--- config.mk ---
export PLATFORM = sky130hd
export DESIGN_NAME = pcg_mul
export DESIGN_NICKNAME = d
export VERILOG_FILES = /design/src/rtl/assert_macros.svh /design/src/rtl/pcg_pkg.sv /design/src/rtl/pcg_mul.sv
export SDC_FILE = /design/constraint.sdc
export NUM_CORES = 2
export LEC_CHECK = 0
export ABC_AREA = 1
export BUFFER_PORTS_ARGS = -buffer_cell sky130_fd_sc_hd__buf_4
export CAP_MARGIN = 20
export CORE_MARGIN = 2
export CORE_UTILIZATION = 39
export CTS_CLUSTER_DIAMETER = 100
export CTS_CLUSTER_SIZE = 8
export DETAILED_ROUTE_END_ITERATION = 12
export GPL_TIMING_DRIVEN = 0
export SYNTH_ARGS = -nofsm -noshare
export SYNTH_HDL_FRONTEND = slang
export SYNTH_SLANG_ARGS = --single-unit
--- constraint.sdc ---
create_clock -name clk -period 13.3 [get_ports clk]
set_input_delay 1.33 -clock clk [delete_from_list [all_inputs] [get_ports clk]]
set_output_delay 1.33 -clock clk [all_outputs]
set_load 0.03 [all_outputs]
--- src/rtl/assert_macros.svh ---
// Assertion macros used by the top-level generator file.
`ifndef ASSERT_MACROS_SVH
`define ASSERT_MACROS_SVH

// Same-cycle implication, checked at every rising edge outside reset.
`define ASSERT_IMPL(label, ante, cons) \
  label: assert property (@(posedge clk) disable iff (rst) (ante) |-> (cons)) \
    else $error("assertion failed");

// Next-cycle implication, checked at every rising edge outside reset.
`define ASSERT_NEXT(label, ante, cons) \
  label: assert property (@(posedge clk) disable iff (rst) (ante) |=> (cons)) \
    else $error("assertion failed");

`endif

--- src/rtl/pcg_pkg.sv ---
// ----------------------------------------------------------------------------
// PCG64 package
// Types, command and register codes, constants and helper functions.
// ----------------------------------------------------------------------------
package pcg_pkg;

  localparam logic [127:0] MUL_CONST = {64'h2360ed051fc65da4, 64'h4385df649fccf645};
  localparam int ROT_SHIFT = 58;
  localparam int MAX_DRAWS = 256;
  localparam int DRAW_CNT_W = $clog2(MAX_DRAWS);
  localparam int MUL_STEPS = 10;
  localparam int MUL_CNT_W = $clog2(MUL_STEPS);

  localparam logic [2:0] CMD_NEXT64 = 3'd0;
  localparam logic [2:0] CMD_NEXT32 = 3'd1;
  localparam logic [2:0] CMD_INCL   = 3'd2;
  localparam logic [2:0] CMD_EXCL   = 3'd3;
  localparam logic [2:0] CMD_RESEED = 3'd4;

  localparam logic [2:0] REG_STATE_HIGH  = 3'd0;
  localparam logic [2:0] REG_STATE_LOW   = 3'd1;
  localparam logic [2:0] REG_STREAM_HIGH = 3'd2;
  localparam logic [2:0] REG_STREAM_LOW  = 3'd3;
  localparam logic [2:0] REG_SEED_MODE   = 3'd4;

  typedef enum logic [2:0] {
    S_IDLE, S_START, S_DIV_THR, S_DRAW, S_MUL, S_CHECK, S_DIV_RES, S_DONE
  } state_t;

  // Word indexes of the partial products that land below bit 128.
  function automatic logic [3:0] mul_pair(input logic [MUL_CNT_W-1:0] k);
    logic [3:0] r;
    begin
      case (k)
        4'd0:    r = {2'd0, 2'd0};
        4'd1:    r = {2'd0, 2'd1};
        4'd2:    r = {2'd1, 2'd0};
        4'd3:    r = {2'd0, 2'd2};
        4'd4:    r = {2'd1, 2'd1};
        4'd5:    r = {2'd2, 2'd0};
        4'd6:    r = {2'd0, 2'd3};
        4'd7:    r = {2'd1, 2'd2};
        4'd8:    r = {2'd2, 2'd1};
        default: r = {2'd3, 2'd0};
      endcase
      return r;
    end
  endfunction

  function automatic logic [63:0] xsl_rr(input logic [127:0] s);
    logic [63:0]  x;
    logic [5:0]   rot;
    logic [127:0] xx;
    begin
      x   = s[127:64] ^ s[63:0];
      rot = s[127:ROT_SHIFT+64];
      xx  = {x, x} >> rot;
      return xx[63:0];
    end
  endfunction

  function automatic logic [63:0] fill_mask(input logic [63:0] m);
    logic [63:0] r;
    begin
      r = m;
      r = r | (r >> 1);
      r = r | (r >> 2);
      r = r | (r >> 4);
      r = r | (r >> 8);
      r = r | (r >> 16);
      r = r | (r >> 32);
      return r;
    end
  endfunction

endpackage

--- src/rtl/pcg_mul.sv ---
// ----------------------------------------------------------------------------
// PCG64 LCG step unit
// Computes a * multiplier + inc modulo 2^128 with one shared 32x32 multiplier.
// ----------------------------------------------------------------------------
module pcg_mul (
  input  logic         clk,
  input  logic         rst,
  input  logic         start,
  input  logic [127:0] a_in,
  input  logic [127:0] inc_in,
  output logic         done,
  output logic [127:0] result
);
  import pcg_pkg::*;

  logic [127:0]         a;
  logic [127:0]         acc;
  logic [MUL_CNT_W-1:0] cnt;
  logic                 busy;
  logic [63:0]          prod;
  logic [1:0]           pshift;
  logic                 pvalid;
  logic                 plast;
  logic [3:0]           pair;
  logic [31:0]          aw;
  logic [31:0]          mw;
  logic [2:0]           wsum;

  assign pair   = mul_pair(cnt);
  assign aw     = a[{pair[3:2], 5'd0} +: 32];
  assign mw     = MUL_CONST[{pair[1:0], 5'd0} +: 32];
  assign wsum   = {1'b0, pair[3:2]} + {1'b0, pair[1:0]};
  assign result = acc;

  always_ff @(posedge clk) begin
    if (rst) begin
      busy   <= 1'b0;
      pvalid <= 1'b0;
      done   <= 1'b0;
      cnt    <= '0;
    end else begin
      pvalid <= busy;
      done   <= pvalid && plast;
      if (start) begin
        busy <= 1'b1;
        cnt  <= '0;
      end else if (busy) begin
        cnt <= cnt + 1'b1;
        if (cnt == MUL_CNT_W'(MUL_STEPS - 1)) begin
          busy <= 1'b0;
        end
      end
    end
  end

  always_ff @(posedge clk) begin
    if (start) begin
      a   <= a_in;
      acc <= inc_in;
    end else if (pvalid) begin
      acc <= acc + ({64'd0, prod} << {pshift, 5'd0});
    end
    prod   <= 64'(aw) * 64'(mw);
    pshift <= wsum[1:0];
    plast  <= (cnt == MUL_CNT_W'(MUL_STEPS - 1));
  end
endmodule

* Word level (Yosys, flattened, before mapping)
Memory sizes are Yosys's and may differ from the RTL's. A register that Yosys moved wholly into a read port is not among the register bits. Cells that the tools add are included. Widths: inputs -> output; s select.
Cells by class: add/sub/neg operators 3, multiply operators 1, div/mod/pow operators 0, magnitude comparators 0, equality and inequality tests 1, shift operators 3, mux-type cells 7, bitwise gates (word level) 0, reductions and logical operators 3
Operators by type and width (count):
- $mux 128 | 2
- $add 128x128->128 | 1
- $shiftx 128x8->32 | 1
- $shiftx 128x8->32 const A | 1
- $shl 64x7->128 | 1
- $mul 32x32->64 | 1
- $mux 4 | 2
- $add 4x1->4 const B | 1
- $eq 4x4->1 const B | 1
- $mux 1 | 3
- $add 2x2->2 | 1
- $reduce_bool 2->1 | 1
- $reduce_or 2->1 | 1
- $logic_and 1x1->1 | 1
Storage, ports and cells: register bits after elaboration 330, latch bits 0, RAM bits 0, bits in read-only memories 64, bits of input ports 259, output and inout port bits 129, word-level logic and storage cells 28, memories kept 1
Memories:
- (no name shown) | depth 16, bits a word 4, rd ports 1, clocked after Yosys merged registers in 1, write ports 0, line pcg_pkg.sv:34 | case (k)

* Depth between registers and ports, before layout
depth after elaboration 4, depth in mapped cells 36, gate-level depth less buffers 35

* Worst setup path before layout
No wires, ideal clock.
path type register -> register, from reg pair[1] (netlist name), to reg prod[61], library setup time 0.112 ns, data arrival time 7.382 ns, required time 13.188 ns, setup slack 5.805 ns, cell stages (with the launch flop) 31, path buffers 4, clock period less this slack 7.495 ns, cells stage by stage dfxtp_1 > inv_1 > clkbuf_1 > ha_1 > clkbuf_1 > clkbuf_1 > clkbuf_1 > nand2_1 > fa_1 > inv_1 > fa_1 > fa_1 > inv_1 > fa_1 > inv_1 > fa_1 > fa_1 > fa_1 > inv_1 > fa_1 > inv_1 > ha_1 > a21oi_1 > o21ai_0 > a21oi_1 > nor2_1 > or2_1 > a21oi_1 > nand2_1 > nand2_1 > nand2_1
On the way: longest elaborated chain between the ends 2
Ends and longest elaborated chain:
- $shiftx 128x8->32 | line pcg_mul.sv:31 | assign mw = MUL_CONST[{pair[1:0], 5'd0} +: 32];
- $mul 32x32->64 | line pcg_mul.sv:63 | prod <= 64'(aw) * 64'(mw);
- to (signal assigned) | line pcg_mul.sv:63
- to (decl) | line pcg_mul.sv:20 | logic [63:0] prod;
No other way between the ends. A chain may end at the register's enable or synchronous reset.

* Worst setup path in the final report
from reg pair[1] (netlist name), to reg prod[57]
On the way: longest elaborated chain between the ends 2
Ends and longest elaborated chain (line):
- $shiftx 128x8->32 | pcg_mul.sv:31
- $mul 32x32->64 | pcg_mul.sv:63
No other way between the ends.

==> flow_metrics.env <==
export IMPL_drive_above_1_share=0.0899
export IMPL_synth_edf_count=256
export IMPL_io_buffers=387
export IMPL_skew_ns=0.0538
export IMPL_drt_wl_total_mm=255
export IMPL_multi_input_area_mm2=0.0386
export IMPL_grt_max_degree=110
export IMPL_n_antenna_cell=0
export IMPL_critical_path_startpoint_type="flip-flop"
export IMPL_grt_pass1_vias=52100
export IMPL_drc=0
export IMPL_critPathMaxFanout=10
export IMPL_cts_buffer_depth=3
export IMPL_area_growth_pct=12.7
export IMPL_synth_async_reset_ratio=0
export IMPL_grt_pass1_wl_mm=359
export IMPL_hold_class="flip-flop to flip-flop"
export IMPL_end_kind="flip-flop"
export IMPL_cts_buffers=51
export IMPL_ys_seq_area_frac=0.165
export IMPL_setup_viol=0
export IMPL_synthSimpleGateAreaFrac=0.251
export IMPL_insertion_delay_ns=0.69
export IMPL_slew_viol_final=0
export IMPL_synth_compound_area_frac=0.0447
export IMPL_rsz0062_at_grt="false"
export IMPL_synth_ff_type="edfxtp_1"
export IMPL_cts_resized=0
export IMPL_synth_cell_types=44
export IMPL_post_drt_wl_per_cell_um=25.1
export IMPL_synth_top_area_cell="fa_1"
export IMPL_htreeDepth=2
export IMPL_dieArea_mm2=0.147
export IMPL_ant_nets=0
export IMPL_regArea_mm2=0.00925
export IMPL_slew_headroom=0.160
export IMPL_synth_most_common_cell="nand2_1"
export IMPL_clock_sinks=334
export IMPL_drt_iter0_markers=4146
export IMPL_grtUsageTotal=0.347
export IMPL_syn_num_nets=9255
export IMPL_required_ns=13.82
export IMPL_cp_arrival_ns=10.85
export IMPL_core_rowCount=139
export IMPL_num_vias=51000
export IMPL_globalplace_congestion=1.05
export IMPL_syn_inst=7772
export IMPL_overflow=0
export IMPL_worst_setup_path_type="flip-flop to flip-flop"
export IMPL_synth_area_mm2=0.0560
export IMPL_die_w_um=383
export IMPL_fp_dieH_um=383
export IMPL_core_mm2=0.143
export IMPL_setup_tns_ns=0
export IMPL_io_pins=388
export IMPL_hold_viol=0
export IMPL_tightest_slew_ns=1.26
export IMPL_fillCellCount=15100
export IMPL_synth_common_cells="nand2_1 (2,175), inv_1 (1,951), nor2_1 (801)"
export IMPL_clock_fmax_mhz=96.8
export IMPL_syn_avg_cell_area_um2=7.21
export IMPL_nets=9709
export IMPL_synth_top_cells_by_area="fa_1 (26%), nand2_1 (15%), edfxtp_1 (14%)"
export IMPL_yosysTopAreaCellShare=0.261
export IMPL_synth_top_family_by_area="adder cells"
export IMPL_viasPerCell=5.02
export IMPL_ys_ff_latch=334
export IMPL_initial_utilization=0.391
export IMPL_hpwl_mm=229
export IMPL_ys_warn_count=0
export IMPL_post_route_period_util=0.776
export IMPL_drv_cap=0
export IMPL_synth_fa_ha_area_frac=0.371
export IMPL_hold_buffers=0
export IMPL_fin_crit_ns=10.33
export IMPL_synth_mux_area_frac=0
export IMPL_antenna_found_initial=5
export IMPL_cts_root_buffer="clkbuf_16"
export IMPL_drt_first_pass_iters=8
export IMPL_postCtsSetupBuffers=0
export IMPL_path_clk_slew_ns=0.05
export IMPL_status="finished clean"
export IMPL_cts_tree="done"
export IMPL_synth_xor_area_frac=0.0227
==> layout by cell type, fill, tap and decap left out, types with 25 or more instances in the layout <==
cell | synthesis | layout
buf_4 | 4 | 391
inv_2 | 59 | 59
nand4_1 | 27 | 27
xnor2_1 | 76 | 76
nor3_1 | 33 | 33
dfxtp_1 | 78 | 78
inv_1 | 1951 | 1951
nor2_2 | 58 | 58
nand2_1 | 2175 | 2175
fa_1 | 731 | 731
a21oi_1 | 182 | 182
xor2_1 | 69 | 69
nor2_1 | 801 | 801
nand3_1 | 255 | 255
nand2_2 | 38 | 38
edfxtp_1 | 256 | 256
clkbuf_1 | 84 | 116
buf_2 | 45 | 45
ha_1 | 493 | 493
o21ai_0 | 153 | 153
a21o_1 | 25 | 25
clkbuf_16 | 0 | 52
o21ai_1 | 29 | 29
==> cells by family (layout without fill, tap and decap cells) <==
kind of cell    after synthesis  count (layout)
buf+inv                    2153            2647
xor+xnor                    145             145
flops                       334             334
fa+ha+maj                  1224            1224
simple gates               3463            3463
compound gates              453             453
==> path summary, 6_finish.rpt <==
| check | start | to | slack [ns] | depth (start not counted) |
|---|---|---|---|---|
| hold / removal | plast$_DFF_P_ | done$_SDFF_PP0_ | 0.43 | 2 |
| setup / recovery | pair[1]$_SDFF_PP0_ | prod[57]$_DFF_P_ | 2.97 | 26 |
| hold reg to reg | plast$_DFF_P_ | done$_SDFF_PP0_ | 0.43 | 2 |
| setup reg to reg | pair[1]$_SDFF_PP0_ | prod[57]$_DFF_P_ | 2.97 | 26 |
==> layer usage <==
layer  track usage  vias up  part of all wire
li1              -    23900                 -
met1         0.418    24500              0.39
met2         0.590     2048              0.47
met3        0.0417      527             0.061
met4         0.216        6             0.075
met5             0        -           0.00016
==> state kept, by name (all words and copies together), names as in the netlist, 2 cells and up <==
register	flops
prod	64
result	128
pair	4
cnt	4
a	128
pshift	2
==> critical path: stages (launching register included) <==
cell	delay, ns
dfxtp_1	0.43
inv_1	0.50
clkbuf_1	0.48
buf_8	0.23
ha_1	0.53
nor2_1	0.30
buf_4	0.28
inv_1	0.23
clkbuf_1	0.71
nand2_1	0.45
fa_1	0.63
inv_1	0.06
fa_1	0.55
fa_1	0.57
fa_1	0.44
fa_1	0.57
fa_1	0.45
fa_1	0.45
ha_1	0.30
ha_1	0.41
a21o_1	0.22
nor2_1	0.19
a21boi_0	0.37
o21ai_0	0.29
a21oi_1	0.20
nand2_1	0.12
xor2_1	0.17
==> final cells by class <==
class | count | area share
Tap cell | 1903 | 0.0377
Inverter | 2012 | 0.120
Timing Repair Buffer | 401 | 0.0501
Clock buffer | 85 | 0.0227
Multi-Input combinational cell | 5285 | 0.612
Buffer | 141 | 0.00951
Clock inverter | 8 | 0.00178
Sequential cell | 334 | 0.147
==> through the flow <==
stage	hold WS (ns)	cells	area [um^2]	setup WS [ns]	utilization
final	0.427	10200	63100	2.97	0.441
after global routing	0.466	10200	63100	2.76	0.441
after CTS	0.434	10200	63100	3.12	0.441
after detailed placement	0.426	10100	61600	3.16	0.430
after global placement	0.420	10100	61300	2.69	0.428
after floorplan	0.395	7772	56000	5.81	-
Power is not shown: default switching activity piles up to over one toggle a cycle in this logic, so the estimate is an artifact.
