[config.mk]
export PLATFORM = sky130hd
export DESIGN_NAME = pcg_div
export DESIGN_NICKNAME = d
export VERILOG_FILES = /design/src/rtl/assert_macros.svh /design/src/rtl/pcg_pkg.sv /design/src/rtl/pcg_div.sv
export SDC_FILE = /design/constraint.sdc
export NUM_CORES = 1
export LEC_CHECK = 0
export BUFFER_PORTS_ARGS = -buffer_cell sky130_fd_sc_hd__buf_2
export CAP_MARGIN = 0
export CORE_MARGIN = 2
export CORE_UTILIZATION = 50
export DETAILED_ROUTE_END_ITERATION = 8
export GPL_TIMING_DRIVEN = 1
export HOLD_SLACK_MARGIN = 0.03
export PLACE_DENSITY = 0.82
export SYNTH_ARGS = -nofsm -noshare
export SYNTH_HDL_FRONTEND = slang
export SYNTH_SLANG_ARGS = --single-unit
[constraint.sdc]
create_clock -name clk -period 4.94 [get_ports clk]
set_clock_uncertainty 0.2 [all_clocks]
set_input_delay 0 -clock clk [delete_from_list [all_inputs] [get_ports clk]]
set_output_delay 0 -clock clk [all_outputs]
set_load 0.03 [all_outputs]
[src/rtl/assert_macros.svh]
// Assertion macros used by the top-level generator file.
`ifndef ASSERT_MACROS_SVH
`define ASSERT_MACROS_SVH

// Same-cycle implication, checked at every rising edge outside reset.
`define ASSERT_IMPL(label, ante, cons) \
  label: assert property (@(posedge clk) disable iff (rst) (ante) |-> (cons)) \
    else $error("assertion failed");

// Next-cycle implication, checked at every rising edge outside reset.
`define ASSERT_NEXT(label, ante, cons) \
  label: assert property (@(posedge clk) disable iff (rst) (ante) |=> (cons)) \
    else $error("assertion failed");

`endif

[src/rtl/pcg_pkg.sv]
// ----------------------------------------------------------------------------
// PCG64 package
// Types, command and register codes, constants and helper functions.
// ----------------------------------------------------------------------------
package pcg_pkg;

  localparam logic [127:0] MUL_CONST = {64'h2360ed051fc65da4, 64'h4385df649fccf645};
  localparam int ROT_SHIFT = 58;
  localparam int MAX_DRAWS = 256;
  localparam int DRAW_CNT_W = $clog2(MAX_DRAWS);
  localparam int MUL_STEPS = 10;
  localparam int MUL_CNT_W = $clog2(MUL_STEPS);

  localparam logic [2:0] CMD_NEXT64 = 3'd0;
  localparam logic [2:0] CMD_NEXT32 = 3'd1;
  localparam logic [2:0] CMD_INCL   = 3'd2;
  localparam logic [2:0] CMD_EXCL   = 3'd3;
  localparam logic [2:0] CMD_RESEED = 3'd4;

  localparam logic [2:0] REG_STATE_HIGH  = 3'd0;
  localparam logic [2:0] REG_STATE_LOW   = 3'd1;
  localparam logic [2:0] REG_STREAM_HIGH = 3'd2;
  localparam logic [2:0] REG_STREAM_LOW  = 3'd3;
  localparam logic [2:0] REG_SEED_MODE   = 3'd4;

  typedef enum logic [2:0] {
    S_IDLE, S_START, S_DIV_THR, S_DRAW, S_MUL, S_CHECK, S_DIV_RES, S_DONE
  } state_t;

  // Word indexes of the partial products that land below bit 128.
  function automatic logic [3:0] mul_pair(input logic [MUL_CNT_W-1:0] k);
    logic [3:0] r;
    begin
      case (k)
        4'd0:    r = {2'd0, 2'd0};
        4'd1:    r = {2'd0, 2'd1};
        4'd2:    r = {2'd1, 2'd0};
        4'd3:    r = {2'd0, 2'd2};
        4'd4:    r = {2'd1, 2'd1};
        4'd5:    r = {2'd2, 2'd0};
        4'd6:    r = {2'd0, 2'd3};
        4'd7:    r = {2'd1, 2'd2};
        4'd8:    r = {2'd2, 2'd1};
        default: r = {2'd3, 2'd0};
      endcase
      return r;
    end
  endfunction

  function automatic logic [63:0] xsl_rr(input logic [127:0] s);
    logic [63:0]  x;
    logic [5:0]   rot;
    logic [127:0] xx;
    begin
      x   = s[127:64] ^ s[63:0];
      rot = s[127:ROT_SHIFT+64];
      xx  = {x, x} >> rot;
      return xx[63:0];
    end
  endfunction

  function automatic logic [63:0] fill_mask(input logic [63:0] m);
    logic [63:0] r;
    begin
      r = m;
      r = r | (r >> 1);
      r = r | (r >> 2);
      r = r | (r >> 4);
      r = r | (r >> 8);
      r = r | (r >> 16);
      r = r | (r >> 32);
      return r;
    end
  endfunction

endpackage

[src/rtl/pcg_div.sv]
// ----------------------------------------------------------------------------
// PCG64 remainder unit
// Restoring division, one quotient bit per cycle, returns the remainder.
// ----------------------------------------------------------------------------
module pcg_div (
  input  logic        clk,
  input  logic        rst,
  input  logic        start,
  input  logic [63:0] dividend,
  input  logic [63:0] divisor,
  output logic        done,
  output logic [63:0] remainder
);
  import pcg_pkg::*;

  logic [63:0] q;
  logic [63:0] d;
  logic [63:0] rem;
  logic [5:0]  cnt;
  logic        busy;
  logic [64:0] trial;
  logic [64:0] diff;

  assign trial     = {rem, q[63]};
  assign diff      = trial - {1'b0, d};
  assign remainder = rem;

  always_ff @(posedge clk) begin
    if (rst) begin
      busy <= 1'b0;
      done <= 1'b0;
      cnt  <= '0;
    end else begin
      done <= busy && (cnt == 6'd63);
      if (start) begin
        busy <= 1'b1;
        cnt  <= '0;
      end else if (busy) begin
        cnt <= cnt + 1'b1;
        if (cnt == 6'd63) begin
          busy <= 1'b0;
        end
      end
    end
  end

  always_ff @(posedge clk) begin
    if (start) begin
      q   <= dividend;
      d   <= divisor;
      rem <= '0;
    end else if (busy) begin
      q <= {q[62:0], 1'b0};
      if (!diff[64]) begin
        rem <= diff[63:0];
      end else begin
        rem <= trial[63:0];
      end
    end
  end
endmodule

# Word level (Yosys, flattened, before mapping)
# Cells that the tools add are included.
[totals] ramBits=0 latch_bits=0 regBits=200 in_bits=131 elab_cells=18 memories=0 out_inout_bits=65 romBits=0
[classes] shifts=0 mul=0 bitwise=0 n_reduce_logical=3 muxes=6 add_sub_neg=2 n_div=0 n_eq_ne=1 magnitude_cmp=0
[op_table] op="$mux W64" n=3
[op_table] op="$sub A65 B64 Y65" n=1
[op_table] op="$add A6 B1 Y6 const B" n=1
[op_table] op="$eq A6 B6 Y1 const B" n=1
[op_table] op="$mux W1" n=3
[op_table] op="$reduce_bool A2 Y1" n=1
[op_table] op="$reduce_or A2 Y1" n=1
[op_table] op="$logic_and A1 B1 Y1" n=1

# Depth between registers and ports, before layout
# Gate-level depths: netlist (run 1).
[logic_depth] word_depth=4 ltp_mapped=15 depth_no_buf=13

# Least setup slack after synthesis (run 1)
# OpenSTA, ideal clock, no wires.
[synth_path] path_type="register to register" startpoint="reg rem[0], in the netlist remainder[0]" endpoint="reg rem[10], in the netlist remainder[10]" path_stages_with_launch=15 setup_time_ns=0.091 arrival_ns=3.520 slack_ns=1.129 t_required_ns=4.649 n_path_buf=2 synth_period_minus_slack_ns=3.811 cell_sequence="dfxtp_1 > inv_1 > fa_1 > nand2b_1 > a21oi_1 > o21ai_2 > a211oi_2 > o22ai_2 > a211o_1 > o21ai_4 > xnor2_1 > buf_2 > clkbuf_1 > nand2_1 > a311oi_1"
[synth_between] elab_chain_len=2
[synth_lines] item="start: declaration" line="pcg_div.sv:18" source="logic [63:0] rem;"
[synth_lines] item="start signal: assignment" line="pcg_div.sv:55" source="rem <= diff[63:0];"
[synth_lines] item="start signal: assignment" line="pcg_div.sv:57" source="rem <= trial[63:0];"
[synth_lines] item="$sub A65 B64 Y65" line="pcg_div.sv:25" source="assign diff = trial - {1'b0, d};"
[synth_lines] item="$mux W64" line="pcg_div.sv:54" source="if (!diff[64]) begin"
# No other way between the ends.
# A chain may end at the register's enable or synchronous reset.

# Final worst setup path (run 1)
[layout_path] startpoint="reg q[63]" endpoint="reg rem[3], in the netlist remainder[3]"
[layout_between] elab_chain_len=2
[layout_lines] item="start: declaration" line="pcg_div.sv:16" source="logic [63:0] q;"
[layout_lines] item="start signal: assignment" line="pcg_div.sv:49" source="q <= dividend;"
[layout_lines] item="start signal: assignment" line="pcg_div.sv:53" source="q <= {q[62:0], 1'b0};"
[layout_lines] item="$sub A65 B64 Y65" line="pcg_div.sv:25"
[layout_lines] item="$mux W64" line="pcg_div.sv:54"
# No other way between the ends.

==> results of run 1 <==
worst max-delay path: cells and delay by family, from the launching register on:
family	cells	cell delay (ns)
xor gates and xnor gates	1	0.31
DFF	1	0.34
AOI/OAI and AO/OA	7	1.77
and+or+nand+nor	2	0.56
adders and majority gates	2	0.61
buffers and inverters	2	0.33
metrics by stage:
stage               cell area [um^2]  std cells  total power, mW
global route                   15020       1843            4.857
global placement               13060       1680            2.992
CTS                            15020       1842            4.647
detailed placement             13060       1680            3.015
finish                         15020       1843            4.652
floorplan                      11840       1216            2.746
how the worst min path moves through the flow:
| stage | end | slack, ns | cells past startpoint |
|---|---|---|---|
| final | d[61]$_DFFE_PP_ | 0.05 | 2 |
| after global placement | d[50]$_DFFE_PP_ | -0.02 | 1 |
| after floorplan | busy$_SDFF_PP0_ | -0.13 | 1 |
| after CTS | d[54]$_DFFE_PP_ | 0.04 | 2 |
| after detailed placement | d[11]$_DFFE_PP_ | -0.02 | 1 |
| after global routing | d[42]$_DFFE_PP_ | 0.04 | 2 |
Yosys cell counts, types with 12 or more instances:
| library cell | instances | share of area, % |
|---|---|---|
| nand2_1 | 158 | 5.0 |
| edfxtp_1 | 128 | 32 |
| nor2_1 | 96 | 3.0 |
| inv_1 | 80 | 2.5 |
| a21oi_1 | 78 | 3.3 |
| dfxtp_1 | 72 | 12 |
| ha_1 | 65 | 6.9 |
| mux2_2 | 65 | 6.2 |
| o21ai_0 | 52 | 2.2 |
| clkbuf_1 | 48 | 1.5 |
| a311oi_1 | 44 | 3.3 |
| a21o_1 | 39 | 2.5 |
| xnor2_1 | 32 | 2.4 |
| xor2_1 | 26 | 1.9 |
| nand4_1 | 19 | 1.0 |
| nand3_1 | 17 | 0.72 |
| o21a_1 | 13 | 0.82 |
| a31oi_1 | 12 | 0.63 |
report_power, final:
part	switching, mW	total, mW	internal [mW]
Combinational	0.624	1.08	0.455
Clock	0.829	1.56	0.731
Sequential	0.0821	2.01	1.93
Total	1.54	4.65	3.12
layout by cell type (no fill, tap or decap), types with 17 or more instances in the layout:
cell type | netlist | final
buf_2 | 5 | 194
nand2_1 | 158 | 158
dlygate4sd3_1 | 0 | 130
edfxtp_1 | 128 | 128
nor2_1 | 96 | 96
inv_1 | 80 | 79
a21oi_1 | 78 | 78
dfxtp_1 | 72 | 71
mux2_2 | 65 | 65
ha_1 | 65 | 65
o21ai_0 | 52 | 52
a311oi_1 | 44 | 44
a21o_1 | 39 | 39
xnor2_1 | 32 | 31
xor2_1 | 26 | 26
nand4_1 | 19 | 19
nand3_1 | 17 | 17
clkbuf_16 | 0 | 17
logic make-up (layout without fill, tap and decap cells):
group / count (synthesis) / count (layout) / share of synthesized area (%)
AND/OR/NAND/NOR: 357 / 357 / 13.42
flip-flops: 200 / 200 / 44.63
other: 0 / 1 / 0
AO/OA/AOI/OAI: 318 / 318 / 18.40
adder cells (fa/ha/maj): 66 / 66 / 7.036
XOR/XNOR: 59 / 59 / 4.522
buffers and inverters: 140 / 447 / 4.881
multiplexers: 76 / 76 / 7.110
area by class of cell:
| class | count | area share (%) |
|---|---|---|
| antenna | 1 | 0.01666 |
| inverter | 80 | 1.999 |
| clock inverter | 15 | 1.566 |
| tap | 319 | 2.657 |
| timing repair buffer | 335 | 15.87 |
| multi-input combinational | 876 | 39.86 |
| clock buffer | 17 | 2.832 |
| sequential | 200 | 35.21 |
per-layer routing:
| metal | wire (um) | up-vias | global-route usage (%) | share of wire [%] |
|---|---|---|---|---|
| li1 | - | 5029 | - | - |
| met4 | 676 | 0 | 7.662 | 2.1 |
| met2 | 15970 | 390 | 45.53 | 50 |
| met1 | 13560 | 4832 | 32.04 | 42 |
| met5 | 0 | - | 0 | 0 |
| met3 | 2039 | 59 | 4.845 | 6.3 |
sequential cells by signal, summed over array words and instances, names as in the netlist:
signal / cells
cnt: 6
d: 64
remainder: 64
busy: 1
done: 1
q: 64
==> results_dict.tcl, run 1 <==
set metrics [dict create \
    status "completed" \
    worstSetupPathType "flip-flop to flip-flop" \
    r2r_start "q[63]$_DFFE_PP_" \
    grt_max_degree 98 \
    reg2reg_to "remainder[3]$_SDFFE_PP0P_" \
    critPathCapture "remainder[3]$_SDFFE_PP0P_" \
    die_h_um 157.9 \
    antenna_found_initial 1 \
    fillCellCount 1843 \
    syn_to_final_growth_pct 26.85 \
    min-delay-start "divisor[61]" \
    cpPeakStageDelay_ns 0.39 \
    cts_max_level 4 \
    synth_ff_type "edfxtp_1" \
    die_area_um2 24930 \
    initial_core_util_pct 50.76 \
    end_kind "flip-flop" \
    nets 1707 \
    hold_class "primary input to flip-flop" \
    clkSinkCount 200 \
    place.port_buffers 195 \
    post-cts-setup-buffers 0 \
    core_um2 23330 \
    io_pins 196 \
    crit_path_max_fanout 33 \
    final_hold_viol_count 0 \
    arrival_ns 4.37 \
    irDropWorstVdd_v 0.0001752 \
    clockBufferDepth 2 \
    route.detailed.drc 0 \
    cp_cell_sequence "inv_1 > ha_1 > fa_1 > nand2b_1 > a21oi_1 > o21ai_2 > a211oi_2 > o22ai_2 > a211o_1 > o21ai_4 > xnor2_2 > buf_12 > or3_1 > a311oi_1" \
    cp.required_ns 5.10 \
    period_minus_slack_ns 4.205 \
    synth_nets 1413 \
    r2r_cells 14 \
    setup_violations 0 \
    hpwl_um 20770 \
    grt_overflow 0 \
    cts_resized 0 \
    fmaxAchievable_mhz 237.8 \
    first_pass_iters 5 \
    synthesis.area_um2 11840 \
    worst_pin_slew_ns 1.196 \
    fin_ws_ns 0.7348 \
    totalWireLength_um 32240 \
    ys_seq_area_share_pct 44.63 \
    path_clk_slew_ns 0.09 \
    cts_root_buf "clkbuf_16" \
    vias 10310 \
    tritoncts "built" \
    regArea_um2 5289 \
    final_util_pct 64.38 \
    die_width_um 157.9 \
    slowest_stage "fa_1" \
    globalplace.congestion 0.9192 \
    startpoint_type "flip-flop" \
    synth_warnings 0 \
    dp_worst_setup_slack_ns 0.7270 \
    cts_made_buffers 17 \
    ant_nets 0 \
    via_per_inst 5.594 \
    multiInputGateArea_um2 5987 \
    crit_start "q[63]$_DFFE_PP_" \
    synth.ff_latch_count 200 \
    ys_types 68 \
    synth_edf_count 128 \
    fin_tns_setup_ns 0 \
    rsz0062_at_grt "false" \
    drv_slew 0 \
    drive_above_1_share_pct 21.01 \
    r2r_slack_ns 0.73 \
    power_density_nw_per_um2 309.7 \
    fin_hold_ws_ns 0.04669 \
    grt_usage_pct 25.80 \
    placementRows 56 \
    clock_latency_ns 0.45 \
    cts_hold_buf 130 \
    min_period_over_period_pct 85.12 \
    maxSlewHeadroom_pct 20.12 \
    synthCells 1216 \
    first_global_vias 10071 \
    synth.avg_cell_area_um2 9.739 \
    p_leak_nw 6.443 \
    post_drt_wl_per_cell_um 17.49 \
    async_flop_share_pct 0 \
    grt_pass1_wl_um 50470 \
    max_cap_violations 0 \
    first_iter_violations 832 \
]
No activity file was read; power rests on OpenSTA's default activity.
==> inputs of run 2 (changes only) <==
==> constraint.sdc (replaced) <==
create_clock -name clk -period 4.94 [get_ports clk]
set_clock_uncertainty 0.2 [all_clocks]
set_input_delay 1.482 -clock clk [delete_from_list [all_inputs] [get_ports clk]]
set_output_delay 1.482 -clock clk [all_outputs]
set_load 0.03 [all_outputs]
==> run 2 against run 1 <==
  * Global-route usage down 1.9 points
  * First-iteration DRC count down 22%
  * Critical path type unchanged
  * Sequential power about the same
  * Wire length down 9.7%
  * Non-clock buffer count down 125
  * Via count down 5.1%
==> results_dict.tcl, run 2 (synthesis results as in run 1) <==
set metrics [dict create \
    worst_pin_slew_ns 0.8166 \
    globalplace.congestion 0.9321 \
    grt_max_degree 80 \
    power_mw 4.524 \
    fmaxAchievable_mhz 240.0 \
    status "completed" \
    ant_nets 0 \
    clock_latency_ns 0.45 \
    tritoncts "built" \
    totalWireLength_um 29110 \
    cts_hold_buf 0 \
    vias 9785 \
    fin_tns_setup_ns 0 \
    clkSinkCount 200 \
    startpoint_type "flip-flop" \
    netSwitchingFraction_pct 32.68 \
    irDropWorstVdd_v 0.0001956 \
    p_seq_share_pct 44.3 \
    final_cells 1719 \
    first_iter_violations 647 \
    dp.cells 1685 \
    period_minus_slack_ns 4.166 \
    core_um2 23330 \
    route.detailed.drc 0 \
    mostFrequentLayoutCell "buf_2" \
    cts_made_buffers 17 \
    fin_hold_ws_ns 0.2952 \
    post_drt_wl_per_cell_um 16.94 \
    slowest_stage "fa_1" \
    hold_class "flip-flop to flip-flop" \
    power_density_nw_per_um2 329.2 \
    drv_slew 0 \
    rsz0062_at_grt "false" \
    placementRows 56 \
    comb_power_share_pct 21.9 \
    die_area_um2 24930 \
    final_hold_viol_count 0 \
    post-cts-setup-buffers 0 \
    cts_root_buf "clkbuf_16" \
    die_h_um 157.9 \
    cts_max_level 4 \
    drive_above_1_share_pct 23.25 \
    max_cap_violations 0 \
    final_util_pct 58.90 \
    clockBufferDepth 2 \
    end_kind "flip-flop" \
    grt_overflow 0 \
    mostFrequentLayoutCells "buf_2, nand2_1, edfxtp_1, nor2_1, inv_1" \
    setup_violations 0 \
    hpwl_um 21620 \
    p_int_mw 3.046 \
    grt_usage_pct 23.85 \
    antenna_found_initial 1 \
    grt_pass1_wl_um 47160 \
    p_switching_mw 1.478 \
    cpPeakStageDelay_ns 0.40 \
    die_width_um 157.9 \
    first_global_vias 9548 \
    io_pins 196 \
    place.port_buffers 195 \
    first_pass_iters 5 \
    nets 1582 \
    cp_cell_sequence "inv_1 > ha_1 > fa_1 > nand2b_1 > a21oi_1 > o21ai_2 > a211oi_2 > o22ai_2 > a211o_1 > o21ai_4 > xnor2_2 > buf_12 > or3_1 > a311oi_1" \
    via_per_inst 5.692 \
    arrival_ns 4.32 \
    cts_resized 0 \
    initial_core_util_pct 50.76 \
    maxSlewHeadroom_pct 45.56 \
    clockPowerShare_pct 33.7 \
    cp.required_ns 5.10 \
    path_clk_slew_ns 0.08 \
    worstSetupPathType "flip-flop to flip-flop" \
    min_period_over_period_pct 84.33 \
    p_leak_nw 5.916 \
    syn_to_final_growth_pct 16.05 \
    crit_path_max_fanout 33 \
]
run 2: critical path, delay by kind of cell (launching register included):
family,cells,cell delay (ns)
buffers and inverters,2,0.32
AOI/OAI and AO/OA,7,1.76
adders and majority gates,2,0.62
and+or+nand+nor,2,0.56
DFF,1,0.34
xor gates and xnor gates,1,0.28
run 2: final timing paths:
path / cells past startpoint / start / to / slack (ns)
max: 14 / q[63]$_DFFE_PP_ / remainder[3]$_SDFFE_PP0P_ / 0.77
min: 2 / cnt[5]$_SDFFE_PP0P_ / cnt[5]$_SDFFE_PP0P_ / 0.30
max reg2reg: 14 / q[63]$_DFFE_PP_ / remainder[3]$_SDFFE_PP0P_ / 0.77
min reg2reg: 2 / cnt[5]$_SDFFE_PP0P_ / cnt[5]$_SDFFE_PP0P_ / 0.30
run 2: layer usage:
metal  global-route usage [%]  wire (um)  vias to the layer above
met2                    38.65      13480                      354
met5                        0          0                        -
li1                         -          -                     4771
met3                    5.448       2118                       54
met1                    31.16      12750                     4606
met4                    8.918        767                        0
run 2: power by group through the flow:
stage | clock network [mW] | registers [mW] | logic (mW)
global placement | 0 | 2.04 | 0.957
floorplan | 0 | 2.09 | 0.660
finish | 1.53 | 2.00 | 0.993
detailed placement | 0 | 2.04 | 0.978
CTS | 1.56 | 2.01 | 0.984
global route | 1.61 | 2.02 | 1.10
run 2: final cells by class:
type                       count  area, um^2
clock buffer                  17       425.4
clock inverter                15       230.2
inverter                      80       300.3
sequential                   200        5289
timing repair buffer         210        1107
antenna                        2       5.005
tap                          319       399.1
multi-input combinational    876        5987
fill                        2000        9589
run 2: stage by stage:
stage          area (um^2)  worst slack, ns
2_1_floorplan        11840            1.032
3_3_place_gp         13080           0.8523
3_5_place_dp         13080           0.7763
4_1_cts              13740           0.7426
5_1_grt              13740           0.4509
6_report             13740           0.7741
==> inputs of run 3 (changes only) <==
==> constraint.sdc (replaced) <==
create_clock -name clk -period 3.9 [get_ports clk]
set_clock_uncertainty 0.2 [all_clocks]
set_input_delay 1.17 -clock clk [delete_from_list [all_inputs] [get_ports clk]]
set_output_delay 1.17 -clock clk [all_outputs]
set_load 0.03 [all_outputs]
==> run 3 against run 2 <==
  * Die area did not move
  * Design area rose by 1.3%
  * Sequential power rose by 27%
  * Highest routed layer is now met5
==> results_dict.tcl, run 3 (synthesis results as in run 1) <==
set metrics [dict create \
    status "completed" \
    cts_hold_buf 0 \
    core_um2 23330 \
    cts_max_level 4 \
    cp.required_ns 4.05 \
    fin_hold_ws_ns 0.3012 \
    max_cap_violations 0 \
    crit_path_max_fanout 21 \
    mostFrequentLayoutCells "buf_2, nand2_1, edfxtp_1, nor2_1, inv_1" \
    totalWireLength_um 29540 \
    grt_overflow 0 \
    post_drt_wl_per_cell_um 17.08 \
    place.port_buffers 195 \
    fmaxAchievable_mhz 271.0 \
    initial_core_util_pct 50.76 \
    route.detailed.drc 0 \
    drive_above_1_share_pct 24.34 \
    placementRows 56 \
    io_pins 196 \
    cts_made_buffers 17 \
    r2r_slack_ns 0.21 \
    tritoncts "built" \
    startpoint_type "flip-flop" \
    maxSlewHeadroom_pct 45.55 \
    mostFrequentLayoutCell "buf_2" \
    min_delay_path_depth 2 \
    syn_to_final_growth_pct 17.55 \
    grt_usage_pct 23.63 \
    rsz0062_at_grt "false" \
    first_pass_iters 5 \
    hold_class "flip-flop to flip-flop" \
    holdPathEnd "remainder[7]$_SDFFE_PP0P_" \
    via_per_inst 5.712 \
    power_mw 5.772 \
    antenna_found_initial 2 \
    arrival_ns 3.84 \
    die_area_um2 24930 \
    fillCellCount 2010 \
    min-delay-start "remainder[6]$_SDFFE_PP0P_" \
    end_kind "flip-flop" \
    first_global_vias 9555 \
    first_iter_violations 737 \
    vias 9876 \
    r2r_start "q[63]$_DFFE_PP_" \
    min_period_over_period_pct 94.60 \
    reg2reg_to "remainder[27]$_SDFFE_PP0P_" \
    drv_slew 0 \
    power_density_nw_per_um2 414.6 \
    clkSinkCount 200 \
    nets 1593 \
    path_clk_slew_ns 0.09 \
    die_width_um 157.9 \
    worstSetupPathType "flip-flop to flip-flop" \
    p_leak_nw 5.991 \
    worst_pin_slew_ns 0.8168 \
    grt_pass1_wl_um 47000 \
    globalplace.congestion 0.9288 \
    final_hold_viol_count 0 \
    clock_latency_ns 0.46 \
    cts_root_buf "clkbuf_16" \
    setup_violations 0 \
    r2r_cells 15 \
    ant_nets 0 \
    grt_max_degree 140 \
    fin_tns_setup_ns 0 \
    hpwl_um 21290 \
    irDropWorstVdd_v 0.0003339 \
    die_h_um 157.9 \
    period_minus_slack_ns 3.689 \
    clockBufferDepth 2 \
]
run 3: changes by cell type in the layout (fill, tap and decap cells not counted), sizes merged:
cell	change
clkinv	-1
inv	+1
buf	+11
diode	-1
run 3: worst max path at each step:
| stage | cells after the start | to | slack, ns | start |
|---|---|---|---|---|
| after floorplan | 14 | remainder[10]$_SDFFE_PP0P_ | 0.09 | remainder[0]$_SDFFE_PP0P_ |
| after global placement | 15 | remainder[60]$_SDFFE_PP0P_ | 0.12 | q[63]$_DFFE_PP_ |
| after detailed placement | 15 | remainder[2]$_SDFFE_PP0P_ | -0.05 | q[63]$_DFFE_PP_ |
| after CTS | 15 | remainder[16]$_SDFFE_PP0P_ | -0.02 | q[63]$_DFFE_PP_ |
| after global routing | 14 | remainder[55]$_SDFFE_PP0P_ | 0.007 | d[8]$_DFFE_PP_ |
| final | 15 | remainder[27]$_SDFFE_PP0P_ | 0.21 | q[63]$_DFFE_PP_ |
run 3: metrics by stage:
stage               worst slack [ns]  util (%)  instances  instance area (um^2)
floorplan                    0.08902         -       1216                 11840
global placement              0.1249     56.38       1693                 13160
detailed placement          -0.04898     56.38       1693                 13160
CTS                         -0.02352     59.37       1726                 13850
global route                0.007074     59.65       1728                 13920
finish                        0.2105     59.66       1729                 13920
run 3: repair_timing:
action,in CTS,in global routing
setup buffers,0,2
endpoints found under the setup margin,11,64
gates cloned,1,0
resized for setup,2,10
pin swaps,0,5
run 3: routing by layer:
| layer | track usage (%) | share of wire [%] |
|---|---|---|
| met1 | 30.94 | 44 |
| met2 | 38.55 | 46 |
| met3 | 5.311 | 7.7 |
| met4 | 8.225 | 2.4 |
| met5 | 0 | 0.054 |
run 3: report_power, final:
part | internal (mW) | switching [mW]
clock | 0.923 | 1.03
sequential | 2.45 | 0.0956
combinational | 0.509 | 0.774
total | 3.88 | 1.90
run 3: cell type report:
cell class / count / area [um^2] / share of cell area, %
Antenna cell: 1 / 2.502 / 0.01798
Clock buffer: 17 / 425.4 / 3.056
Clock inverter: 15 / 232.7 / 1.672
Inverter: 80 / 300.3 / 2.157
Multi-Input combinational cell: 876 / 6030 / 43.31
Sequential cell: 200 / 5289 / 37.99
Tap cell: 319 / 399.1 / 2.867
Timing Repair Buffer: 221 / 1242 / 8.925
run 3: critical path, cell delays in order (launching register included):
cell      delay [ns]
edfxtp_1        0.35
inv_1           0.05
ha_1            0.22
fa_2            0.35
nand2b_4        0.17
a21oi_4         0.17
o21ai_2         0.10
a211oi_2        0.33
o22ai_2         0.12
a211o_1         0.33
o21ai_4         0.18
buf_6           0.15
xor2_4          0.22
buf_12          0.22
nand2_1         0.09
a311oi_1        0.33
